===== src/hdl/eca_pkg.sv =====
// shared types, codes and constants of the easing curve animator
package eca_pkg;

  // item action codes
  localparam logic ACT_START  = 1'b0;
  localparam logic ACT_SAMPLE = 1'b1;

  // curve mode codes
  localparam logic [2:0] MODE_LINEAR = 3'd0;
  localparam logic [2:0] MODE_QUAD   = 3'd1;
  localparam logic [2:0] MODE_CUBIC  = 3'd2;
  localparam logic [2:0] MODE_EXP    = 3'd3;
  localparam logic [2:0] MODE_BEZIER = 3'd4;

  // configuration register indexes
  localparam int unsigned CFG_IDX_W  = 3;
  localparam int unsigned CFG_DATA_W = 18;
  localparam logic [CFG_IDX_W-1:0] REG_ANIMATE_ENABLE = 3'd0;
  localparam logic [CFG_IDX_W-1:0] REG_CURVE_MODE     = 3'd1;
  localparam logic [CFG_IDX_W-1:0] REG_ANIM_LEN       = 3'd2;
  localparam logic [CFG_IDX_W-1:0] REG_CTRL_X1        = 3'd3;
  localparam logic [CFG_IDX_W-1:0] REG_CTRL_Y1        = 3'd4;
  localparam logic [CFG_IDX_W-1:0] REG_CTRL_X2        = 3'd5;
  localparam logic [CFG_IDX_W-1:0] REG_CTRL_Y2        = 3'd6;

  // register reset values
  localparam logic [15:0]        DURATION_RST = 16'd250;
  localparam logic [16:0]        CTRL_X1_RST  = 17'd16384;
  localparam logic signed [17:0] CTRL_Y1_RST  = 18'sd0;
  localparam logic [16:0]        CTRL_X2_RST  = 17'd49152;
  localparam logic signed [17:0] CTRL_Y2_RST  = 18'sd65536;

  // default bisection step count for the bezier solver
  localparam int unsigned BISECT_STEPS_DEF = 31;

  // shared multiplier operand width
  localparam int unsigned MUL_W = 34;

  // saturation limits
  localparam logic signed [52:0] SAT_MAX = 53'sd2147483647;
  localparam logic signed [52:0] SAT_MIN = -53'sd2147483648;

  // sequencer states
  typedef enum logic [2:0] {
    S_IDLE,
    S_DIV,
    S_SHAPE,
    S_LERP,
    S_DONE
  } state_t;

  typedef logic [31:0] exp_tab_t [16];

  // floor integer square root, used only to build the constant table
  function automatic logic [63:0] isqrt64(input logic [63:0] n_in);
    logic [63:0] n;
    logic [63:0] r;
    logic [63:0] b;
    n = n_in;
    r = '0;
    b = 64'h1 << 62;
    while (b > n) b = b >> 2;
    while (b != 0) begin
      if (n >= r + b) begin
        n = n - (r + b);
        r = (r >> 1) + b;
      end else begin
        r = r >> 1;
      end
      b = b >> 2;
    end
    return r;
  endfunction

  // q1.31 roots 2^(-2^-j) for j = 1..16
  function automatic exp_tab_t exp_table();
    exp_tab_t    tab;
    logic [63:0] c;
    c = 64'h1 << 30;
    for (int j = 0; j < 16; j++) begin
      c = isqrt64(c << 31);
      tab[j] = c[31:0];
    end
    return tab;
  endfunction

  localparam exp_tab_t EXP_C = exp_table();

endpackage


===== src/hdl/eca_mul.sv =====
// shared signed multiplier with registered product
module eca_mul (
  input  logic                                clk,
  input  logic signed [eca_pkg::MUL_W-1:0]    a,
  input  logic signed [eca_pkg::MUL_W-1:0]    b,
  output logic signed [2*eca_pkg::MUL_W-1:0]  p
);

  // product register
  always_ff @(posedge clk) begin
    p <= a * b;
  end

endmodule


===== config.mk =====
export PLATFORM = sky130hd
export DESIGN_NAME = eca_mul
export DESIGN_NICKNAME = d
export VERILOG_FILES = /design/src/hdl/eca_pkg.sv /design/src/hdl/eca_mul.sv
export SDC_FILE = /design/constraint.sdc
export NUM_CORES = 2
export LEC_CHECK = 0
export BUFFER_PORTS_ARGS = -buffer_cell sky130_fd_sc_hd__buf_2
export CAP_MARGIN = 15
export CORE_ASPECT_RATIO = 0.9
export CORE_MARGIN = 2
export CORE_UTILIZATION = 45
export CTS_CLUSTER_DIAMETER = 30
export DETAILED_ROUTE_END_ITERATION = 12
export SETUP_SLACK_MARGIN = 0.2
export SLEW_MARGIN = 5
export SYNTH_ARGS = -nofsm -noshare
export SYNTH_HDL_FRONTEND = slang
export SYNTH_SLANG_ARGS = --single-unit

===== constraint.sdc =====
create_clock -name clk -period 11.19 [get_ports clk]
set_clock_uncertainty 0.2 [all_clocks]
set_input_delay 2.238 -clock clk [delete_from_list [all_inputs] [get_ports clk]]
set_output_delay 2.238 -clock clk [all_outputs]
set_load 0.005 [all_outputs]

Word-level counts from Yosys, hierarchy flattened --
Cells that the tools add are included.
Word-level totals: memories kept 0, ROM bits 0, bits in writable memories 0, latch bits 0, output and inout bits 68, flip-flop bits (word level) 68
Cells by class: add/subtract/negate cells 0, bitwise gates (word level) 0, mux-type cells 0, div/mod/pow operators 0, shifts and indexed selects 0, reductions and logical operators 0, eq/ne operators 0, $lt $le $gt $ge 0, multipliers 1
Operator list (number):
- $mul 34x34->68 | 1

Logic depth before layout (Yosys ltp) --
depth in word-level cells 1, depth in mapped cells 31, gate-level depth less buffers 29

Worst setup path before layout --
Ideal clock, no wire load.
path kind input port to flip-flop, start point input a[33] (netlist name), end point register p[65] (netlist name), path slack 1.262 ns, arrival time 9.656 ns, required time 10.918 ns, setup time 0.072 ns, buffers on the path 2, cell stages on the path 24, cells stage by stage clkbuf_1 nand2_1 inv_1 fa_1 fa_1 fa_1 fa_1 inv_1 fa_1 fa_1 fa_1 fa_1 inv_1 ha_1 clkdlybuf4s50_2 nand3_1 or2_2 nor2_1 a221oi_1 o21ai_0 a31oi_2 nor2_2 o41ai_2 xnor2_1
Between the ends: cells in the longest elaborated chain, start to end 1
RTL lines:
- start: declaration | line eca_mul.sv:4 | input logic signed [eca_pkg::MUL_W-1:0] a,
- $mul 34x34->68 | line eca_mul.sv:11 | p <= a * b;
- end signal: assignment | line eca_mul.sv:11
- end: declaration | line eca_mul.sv:6 | output logic signed [2*eca_pkg::MUL_W-1:0] p
No other way between the ends.

Worst setup path in the final report --
start point input b[11] (netlist name), end point register p[65] (netlist name)
Between the ends: cells in the longest elaborated chain, start to end 1
RTL lines:
- start: declaration | line eca_mul.sv:5 | input logic signed [eca_pkg::MUL_W-1:0] b,
- $mul 34x34->68 | line eca_mul.sv:11
No other way between the ends.

==> metrics.txt <==
status completed; initial antenna violation count 12; 1st-iter DRT viols 1,722; Ys Warns 0; Post-DP HPWL 97,300 um; die area 98,100 um2; Final nets approximately 6.1k; M2 GR Usage ~41%; top post-synthesis cells by area fa_1 58%, inv_1 11%, and2_1 9.0%; post-synth top area share between 50 and 60%; CP endpoint kind register; Crit Path Category input pin to register; buffer count from post-CTS setup fixing 0; via/cell ratio approximately 5.1; most flop-heavy register p; DR vias 29.6k; Mapped Cells 4,554; IO buf count about 140; clock tree root driver cell clkbuf_16; most frequent cells in the layout 1,241 x fa_1, 1,231 x inv_1, 621 x and2_1, 542 x nand2_1, 204 x ha_1; Die X-Extent 330 um; crit-path max FO 34; # setup viols final 0; Mapped Area 43,000 um2; Critical Path AT 10.45 ns; syn nets 6,068; CTS tree yes; Inserted Clock Buffers 9; Largest register FFs 68; WL per Instance 20.5 um; post-route ant nets 0; Mean Syn Cell Area 9.45 um2; met1 Track Usage GR 38.0%; Fin Setup TNS 0 ns; number of synthesized register bits about 70; sequential share of the synthesized area ~3.2%; Initial Util 45.5%; vias in the first global route 33.3k; Hold Path Class input pin to register; Hold Buf Count CTS 0; crit start category input pin; Final Hold Viols 0; Max Slew Vio Count 0; clk slew on worst S/H paths approximately 0.07 ns; Die Span Y about 300 um; Critical Path RT 11.33 ns; PostCTS Resize Cnt 0; share of cells above drive strength 1 around 5.6%; area delta synth->final 5.18%; fmax about 97 MHz; Cell Rows 107; number of flops mapped to enable cells by yosys 0; routability cong. 0.907; First-pass DRT Iterations 5; Ports 137; fin crit period 10.32 ns; largest net degree at the start of global routing 35; commonest non-fill, non-tap cell in the layout fa_1; Slew @ Worst Pin 1.08 ns; Yosys top cell by area fa_1; CTS Buffer Depth 2; first-pass GRT wire length between 150,000 and 200,000 um; Distinct cells, synth 69; Top FF cell, synth dfxtp_1; M3 GR Usage 4.79%; GRT Resource Usage Total between 20% and 30%; core region area 94,700 um2; fin crit share 92.2%; Max Cap Violations 0; H-tree depth 3; Rel. slew slack 27.7%; gr ovfl total 0; DRC Markers 0; post-synthesis async set-or-reset flop share 0%; fillers 9,066; Regs by FF count p x68; final wirelength approximately 120,000 um; RSZ-0062 raised after global routing no; global routing's busiest layer met2; clock sink count slightly below 70
## critical path, cell delays in order
cell and delay (ns):
buf_2 0.75, nand2_1 0.19, fa_1 0.57, inv_1 0.06, fa_1 0.44, fa_1 0.52
inv_1 0.06, fa_1 0.47, inv_1 0.05, fa_1 0.50, inv_1 0.06, fa_1 0.53
inv_1 0.05, fa_1 0.50, fa_1 0.43, ha_1 0.35, a211oi_1 0.26, o221ai_1 0.19
o21ai_2 0.24, o21ai_1 0.16, a211oi_2 0.69, o21ai_4 0.25, a31oi_2 0.31, nor2_2 0.09
o41ai_2 0.23, xnor2_1 0.16
## metrics by stage
| step | util [%] | setup WS, ns | cells | hold WS [ns] | instance area, um2 |
|---|---|---|---|---|---|
| after floorplan | - | 1.26 | 4554 | 2.17 | 43000 |
| after CTS | 47.8 | 0.977 | 5804 | 1.99 | 45200 |
| final | 47.8 | 0.874 | 5807 | 2.01 | 45300 |
| after detailed placement | 47.5 | 0.600 | 5788 | 2.41 | 44900 |
| after global placement | 47.5 | 0.663 | 5788 | 2.41 | 44900 |
| after global routing | 47.8 | 0.483 | 5805 | 2.01 | 45200 |
## logic make-up (layout without fill, tap and decap cells)
family                     Yosys count  count (layout)  share of synthesized area, %
other                                0               3                             0
adders and majority gates         1445            1445                          63.7
xor gates and xnor gates            79              79                          1.61
DFF                                 68              68                          3.16
and+or+nand+nor                   1296            1296                          15.4
AOI/OAI and AO/OA                  206             206                          3.35
buffers and inverters             1460            1457                          12.8
## synth_stat cells, types with 23 or more instances
| master | n |
|---|---|
| xor2_1 | 23 |
| dfxtp_1 | 68 |
| and2_1 | 621 |
| nor2_1 | 54 |
| fa_1 | 1241 |
| clkbuf_1 | 214 |
| a21o_1 | 37 |
| xnor2_1 | 56 |
| ha_1 | 204 |
| a21oi_1 | 61 |
| nand2_1 | 542 |
| o21ai_0 | 31 |
| inv_1 | 1231 |
## per-layer routing
metal  wire [um]  vias up
li1            -    12800
met1       52000    15600
met2       55200      999
met3        9280      166
met4        2650       14
met5          90        -
## final cells by class
class                   count  area (um2)  area share (%)
repair buffers            209        1240            2.74
flip-flops and latches     68        1360            3.01
clock buffers              11         253           0.558
multi-input cells        3026       36100            79.9
clock inverters             5        58.8           0.130
well taps                1253        1570            3.46
inverters                1232        4620            10.2
diodes                      3        7.51          0.0166
## final timing paths
path   from  endpoint  cells after the start  slack, ns
min    b[0]      p[0]                      2       2.01
max   b[11]     p[65]                     26       0.87
Power is left out: the tool's default activity adds up to more than one toggle a clock period on the data nets, which glitch-free logic cannot reach.
