$ cat config.mk
export PLATFORM = sky130hd
export DESIGN_NAME = eca_div
export DESIGN_NICKNAME = d
export VERILOG_FILES = /design/src/hdl/eca_div.sv
export SDC_FILE = /design/constraint.sdc
export NUM_CORES = 1
export LEC_CHECK = 0
export ABC_AREA = 1
export BUFFER_PORTS_ARGS = -buffer_cell sky130_fd_sc_hd__buf_2
export CORE_UTILIZATION = 40
export DETAILED_ROUTE_END_ITERATION = 12
export PLACE_DENSITY = 0.57
export SLEW_MARGIN = 20
export SYNTH_ARGS = -nofsm -noshare
export SYNTH_HDL_FRONTEND = slang
export SYNTH_SLANG_ARGS = --single-unit
$ cat constraint.sdc
create_clock -name clk -period 2.3 [get_ports clk]
set_input_delay 0.23 -clock clk [delete_from_list [all_inputs] [get_ports clk]]
set_output_delay 0.23 -clock clk [all_outputs]
set_load 0.05 [all_outputs]
$ cat src/hdl/eca_div.sv
// radix-2 restoring divider giving the q0.16 fraction num/den, num < den
module eca_div (
  input  logic        clk,
  input  logic        rst,
  input  logic        start,
  input  logic [15:0] num,
  input  logic [15:0] den,
  output logic [15:0] q,
  output logic        done
);

  logic [16:0] rem;
  logic [15:0] den_q;
  logic [3:0]  n;
  logic        busy;
  logic [16:0] r2;
  logic        fits;

  // shifted remainder and trial compare
  assign r2   = {rem[15:0], 1'b0};
  assign fits = r2 >= {1'b0, den_q};

  // control
  always_ff @(posedge clk) begin
    if (rst) begin
      busy <= 1'b0;
      done <= 1'b0;
      n    <= '0;
    end else begin
      done <= 1'b0;
      if (start) begin
        busy <= 1'b1;
        n    <= '0;
      end else if (busy) begin
        n <= n + 4'd1;
        if (n == 4'd15) begin
          busy <= 1'b0;
          done <= 1'b1;
        end
      end
    end
  end

  // one quotient bit a cycle
  always_ff @(posedge clk) begin
    if (start) begin
      rem   <= {1'b0, num};
      den_q <= den;
      q     <= '0;
    end else if (busy) begin
      rem <= fits ? (r2 - {1'b0, den_q}) : r2;
      q   <= {q[14:0], fits};
    end
  end

endmodule

# ---- Yosys cells after proc, flatten, opt, wreduce, memory -nomap -nowiden
# Cells that the tools add are included.
dict set report word_totals {
  ff_bits 54
  latch_bits 0
  ram_bits 0
  romBits 0
  inputBits 35
  out_inout_bits 17
  wordCells 21
  mem_count 0
}
dict set report op_classes {
  add_sub_neg 2
  n_mul 0
  n_div 0
  order_cmp 1
  n_eq_ne 1
  shifts 0
  n_mux 7
  bitwise_logic 1
  reduce_logical 3
}
# operator n
set op_table {}
lappend op_table {{two-way mux 16 bit} 3}
lappend op_table {{greater-or-equal comparator 17 x 16 -> 1 bit} 1}
lappend op_table {{subtractor 16 bit} 1}
lappend op_table {{adder 4 x 1 -> 4 bit, second input constant} 1}
lappend op_table {{== test 4 bit, second input constant} 1}
lappend op_table {{two-way mux 1 bit} 4}
lappend op_table {{OR reduction 3 bit} 1}
lappend op_table {{nonzero test 2 bit} 1}
lappend op_table {{OR reduction 2 bit} 1}
lappend op_table {{inverter 1 bit} 1}

# ---- Longest topological paths before layout
dict set report depth {
  ltp_word 4
  depth_mapped 14
}

# ---- Least setup slack after synthesis
# Ideal clock, no wire load.
dict set report synth_path {
  kind {flip-flop to flip-flop}
  from {reg rem[0]}
  to {reg rem[2] (data pin)}
  t_arrival_ps 1651
  required_time_ps 2046
  path_slack_ps 395
  path_stages_with_launch 12
  path_buffers 1
  period_less_slack_ps 1905
  cell_sequence {edfxtp_1 > ha_1 > ha_1 > nand2_1 > nor2_1 > nand3_1 > nor2_4 > nor2_4 > buf_4 > nand3b_1 > nand3_1 > nand2_1}
}
dict set report synth_between {
  elab_chain_len 4
}
# item line_no
set synth_rtl {}
lappend synth_rtl {{start, declared} 12} ;# logic [16:0] rem;
lappend synth_rtl {{start signal, assigned} 47} ;# rem <= {1'b0, num};
lappend synth_rtl {{start signal, assigned} 51} ;# rem <= fits ? (r2 - {1'b0, den_q}) : r2;
lappend synth_rtl {{subtractor 16 bit or greater-or-equal comparator 17 x 16 -> 1 bit (tied branches)} {51, 21}}
lappend synth_rtl {{two-way mux 16 bit *} 51}
lappend synth_rtl {{two-way mux 16 bit *} 50} ;# end else if (busy) begin
lappend synth_rtl {{two-way mux 16 bit *} 46} ;# if (start) begin
# Mark *: on every way between the ends. The rest lies on a longest branch, timed or not. The select of a mux whose other input is x is not followed.
# A chain may end at the register's enable or synchronous reset.

# ---- Worst setup path after layout
dict set report layout_path {
  from {reg rem[14]}
  to {reg rem[8] (data pin)}
}
dict set report layout_between {
  elab_chain_len 4
}
# item line_no
set layout_rtl {}
lappend layout_rtl {{greater-or-equal comparator 17 x 16 -> 1 bit} 21} ;# assign fits = r2 >= {1'b0, den_q};
lappend layout_rtl {{two-way mux 16 bit} 51}
lappend layout_rtl {{two-way mux 16 bit} 50}
lappend layout_rtl {{two-way mux 16 bit} 46}
# No other way between the ends. The select of a mux whose other input is x is not followed.

==> impl_metrics.json <==
{
  "synth_area_um2": 3290,
  "synth_ff_type": "edfxtp_1",
  "maxSlewViolCount": 0,
  "wl_um": 7260,
  "fillers": 817,
  "rows": 32,
  "portBuffers": 51,
  "final_cell_mix": "nand2_1, inv_1, buf_2",
  "critPathLaunchType": "register",
  "regArea_um2": 1400,
  "cts_inserted_buffers": 5,
  "num-nets-final": 542,
  "fin_hold_ws_ns": 0.0742,
  "fin_crit_ns": 2.15,
  "worst_hold_startpoint": "den[8]",
  "dpl.hpwl_um": 5400,
  "synth_edf_count": 32,
  "num_antenna_cells": 0,
  "clk_pin_slew_worst_paths_ns": 0.12,
  "grt_overflow": 0,
  "synth_xor_xnor_area_share": 0.0186,
  "drt_iter0_drc": 103,
  "worstHoldPathType": "in2reg",
  "synthMuxAreaShare": 0,
  "reg2reg_setup_slack_ns": 0.15,
  "grt_pass1_vias": 2701,
  "whs_path_depth": 1,
  "layout-drive-gt1-share": 0.173,
  "use_met2": 0.296,
  "dp_cells": 584,
  "synth_compound_area_frac": 0.0502,
  "grt_busiest_layer": "met2",
  "vdd_ir_drop_max_v": 0.000299,
  "finalSetupViolCount": 0,
  "stdcell_count": 592,
  "ff2ff_path_depth": 13,
  "post_cts.repair.setup_buffers": 0,
  "cp.required_ns": 2.37,
  "utilization": 0.483,
  "cp.arrival_ns": 2.22,
  "grt_setup_unrepaired": "false",
  "drt-wirelength-per-cell_um": 12.3,
  "synthesis.nets": 487,
  "cts_htree_levels": 2,
  "worstMarginPinSlew_ns": 0.461,
  "cts_tree": "yes",
  "synth_top_area_frac": 0.292,
  "ys_types": 33,
  "synth_fa_ha_area_frac": 0.0707,
  "cap_violations": 0,
  "drc_errors": 0,
  "grt_pass1_wl_um": 12100,
  "initial_core_util": 0.419,
  "tns_ns": 0,
  "pin_count": 52,
  "r2r_start": "rem[14]$_DFFE_PP_",
  "fin_ws_ns": 0.154,
  "synth-seq-area-share": 0.426,
  "worstSetupPathType": "reg2reg",
  "final_common_cell": "nand2_1",
  "grt_usage": 0.180,
  "grt.met1_usage": 0.239,
  "netlist_instances": 434,
  "grt_max_degree": 20,
  "p_leak_nw": 1.93,
  "dp_slack_ns": 0.118,
  "ys_async_sr_fraction": 0,
  "die_y_um": 92.7,
  "vias": 2781,
  "endpoint_kind": "register",
  "timing.final.crit_share": 0.933,
  "core_area_um2": 7850,
  "timing.fmax_mhz": 466,
  "die_x_um": 92.7,
  "ant_nets": 0,
  "clockBufferDepth": 2,
  "multi_input_area_um2": 1530,
  "gp_congestion": 0.887,
  "avgSynthCellArea_um2": 7.58,
  "slew_headroom": 0.692,
  "synth.area.top_cells": "edfxtp_1, nand2_1, dfxtp_1",
  "ys_ff_latch": 54,
  "yosysWarnings": 0,
  "synth_top_family_by_area": "simple AND/OR/NAND/NOR gates",
  "r2r_end": "rem[8]$_DFFE_PP_",
  "clkSinkCount": 54,
  "dr.pass1.iters": 4,
  "run_status": "finished, final reports clean",
  "hold_viol": 0,
  "dieArea_um2": 8590,
  "worstSkewPairLatency_ns": 0.32,
  "cts-root-buf": "clkbuf_8",
  "synthSimpleGateAreaFrac": 0.323,
  "use_met3": 0.0411,
  "worst_clock_skew_ns": 0.0170,
  "antenna_found_initial": 0,
  "yosys.area.top_type": "edfxtp_1",
  "power.density_nw_per_um2": 782,
  "routed_via_density": 4.70,
  "area_growth_pct": 15.2,
  "cp_max_fo": 17,
  "min_to": "den_q[8]$_DFFE_PP_"
}
Yosys cell counts, drive strengths merged (4+ instances only):
| library cell | instances |
|---|---|
| a21oi | 10 |
| buf | 5 |
| clkbuf | 4 |
| dfxtp | 22 |
| edfxtp | 32 |
| ha | 17 |
| inv | 84 |
| nand2 | 144 |
| nand3 | 42 |
| nand3b | 11 |
| nand4 | 6 |
| nor2 | 22 |
| o21ai | 4 |
| o22ai | 14 |
| xnor2 | 4 |
critical path: stages, from the launching register on:
cell      delay [ns]
edfxtp_1        0.43
ha_1            0.34
inv_1           0.06
nor2_1          0.18
nand2_1         0.13
inv_2           0.06
nand2_1         0.04
nand2_1         0.11
nor2_4          0.05
buf_12          0.15
nand2_8         0.14
nand2_1         0.08
nand3_1         0.07
nand2_1         0.06
how the worst max path moves through the flow:
stage                      startpoint                 to  slack (ns)
finish              rem[14]$_DFFE_PP_   rem[8]$_DFFE_PP_        0.15
global route        rem[14]$_DFFE_PP_  rem[13]$_DFFE_PP_       0.003
CTS                 rem[14]$_DFFE_PP_   rem[8]$_DFFE_PP_        0.08
detailed placement   rem[8]$_DFFE_PP_  rem[10]$_DFFE_PP_        0.12
global placement    rem[14]$_DFFE_PP_  rem[13]$_DFFE_PP_        0.14
floorplan            rem[0]$_DFFE_PP_   rem[2]$_DFFE_PP_        0.39
repair_timing:
action	CTS	global route
setup endpoints to repair	0	14
hold buffers	0	0
resized for setup	0	2
layout make-up:
type	instances	share of cell area
flip-flops and latches	54	0.370
clock inverters	2	0.00396
well taps	102	0.0337
inverters	85	0.0842
repair buffers	57	0.0825
clock buffers	6	0.0218
multi-input cells	286	0.404
report_power, final:
group | internal, mW | total [mW] | switching (mW)
sequential | 1.14 | 1.19 | 0.0473
clock | 0.251 | 0.611 | 0.360
combinational | 0.443 | 1.17 | 0.724
sequential cells by signal (all words and copies together), names as in the netlist:
register and cells:
busy 1, den_q 16, done 1, n 4
q 16, rem 16
layer usage:
metal  vias to the layer above  part of all wire
li1                       1481                 -
met1                      1242              0.49
met2                        52              0.46
met3                         6             0.046
met4                         0            0.0096
met5                         -                 0
logic make-up (layout without fill, tap and decap cells):
| family | Yosys count | after routing |
|---|---|---|
| compound gates | 29 | 29 |
| xor+xnor | 7 | 7 |
| fa+ha+maj | 18 | 18 |
| buf+inv | 94 | 150 |
| flops | 54 | 54 |
| simple gates | 232 | 232 |
through the flow:
| step | power (mW) | cell area, µm² |
|---|---|---|
| after floorplan | 2.09 | 3290 |
| after global placement | 2.35 | 3680 |
| after detailed placement | 2.36 | 3680 |
| after CTS | 2.98 | 3780 |
| after global routing | 3.20 | 3790 |
| final | 2.97 | 3790 |
No activity file was read; power rests on OpenSTA's default activity.
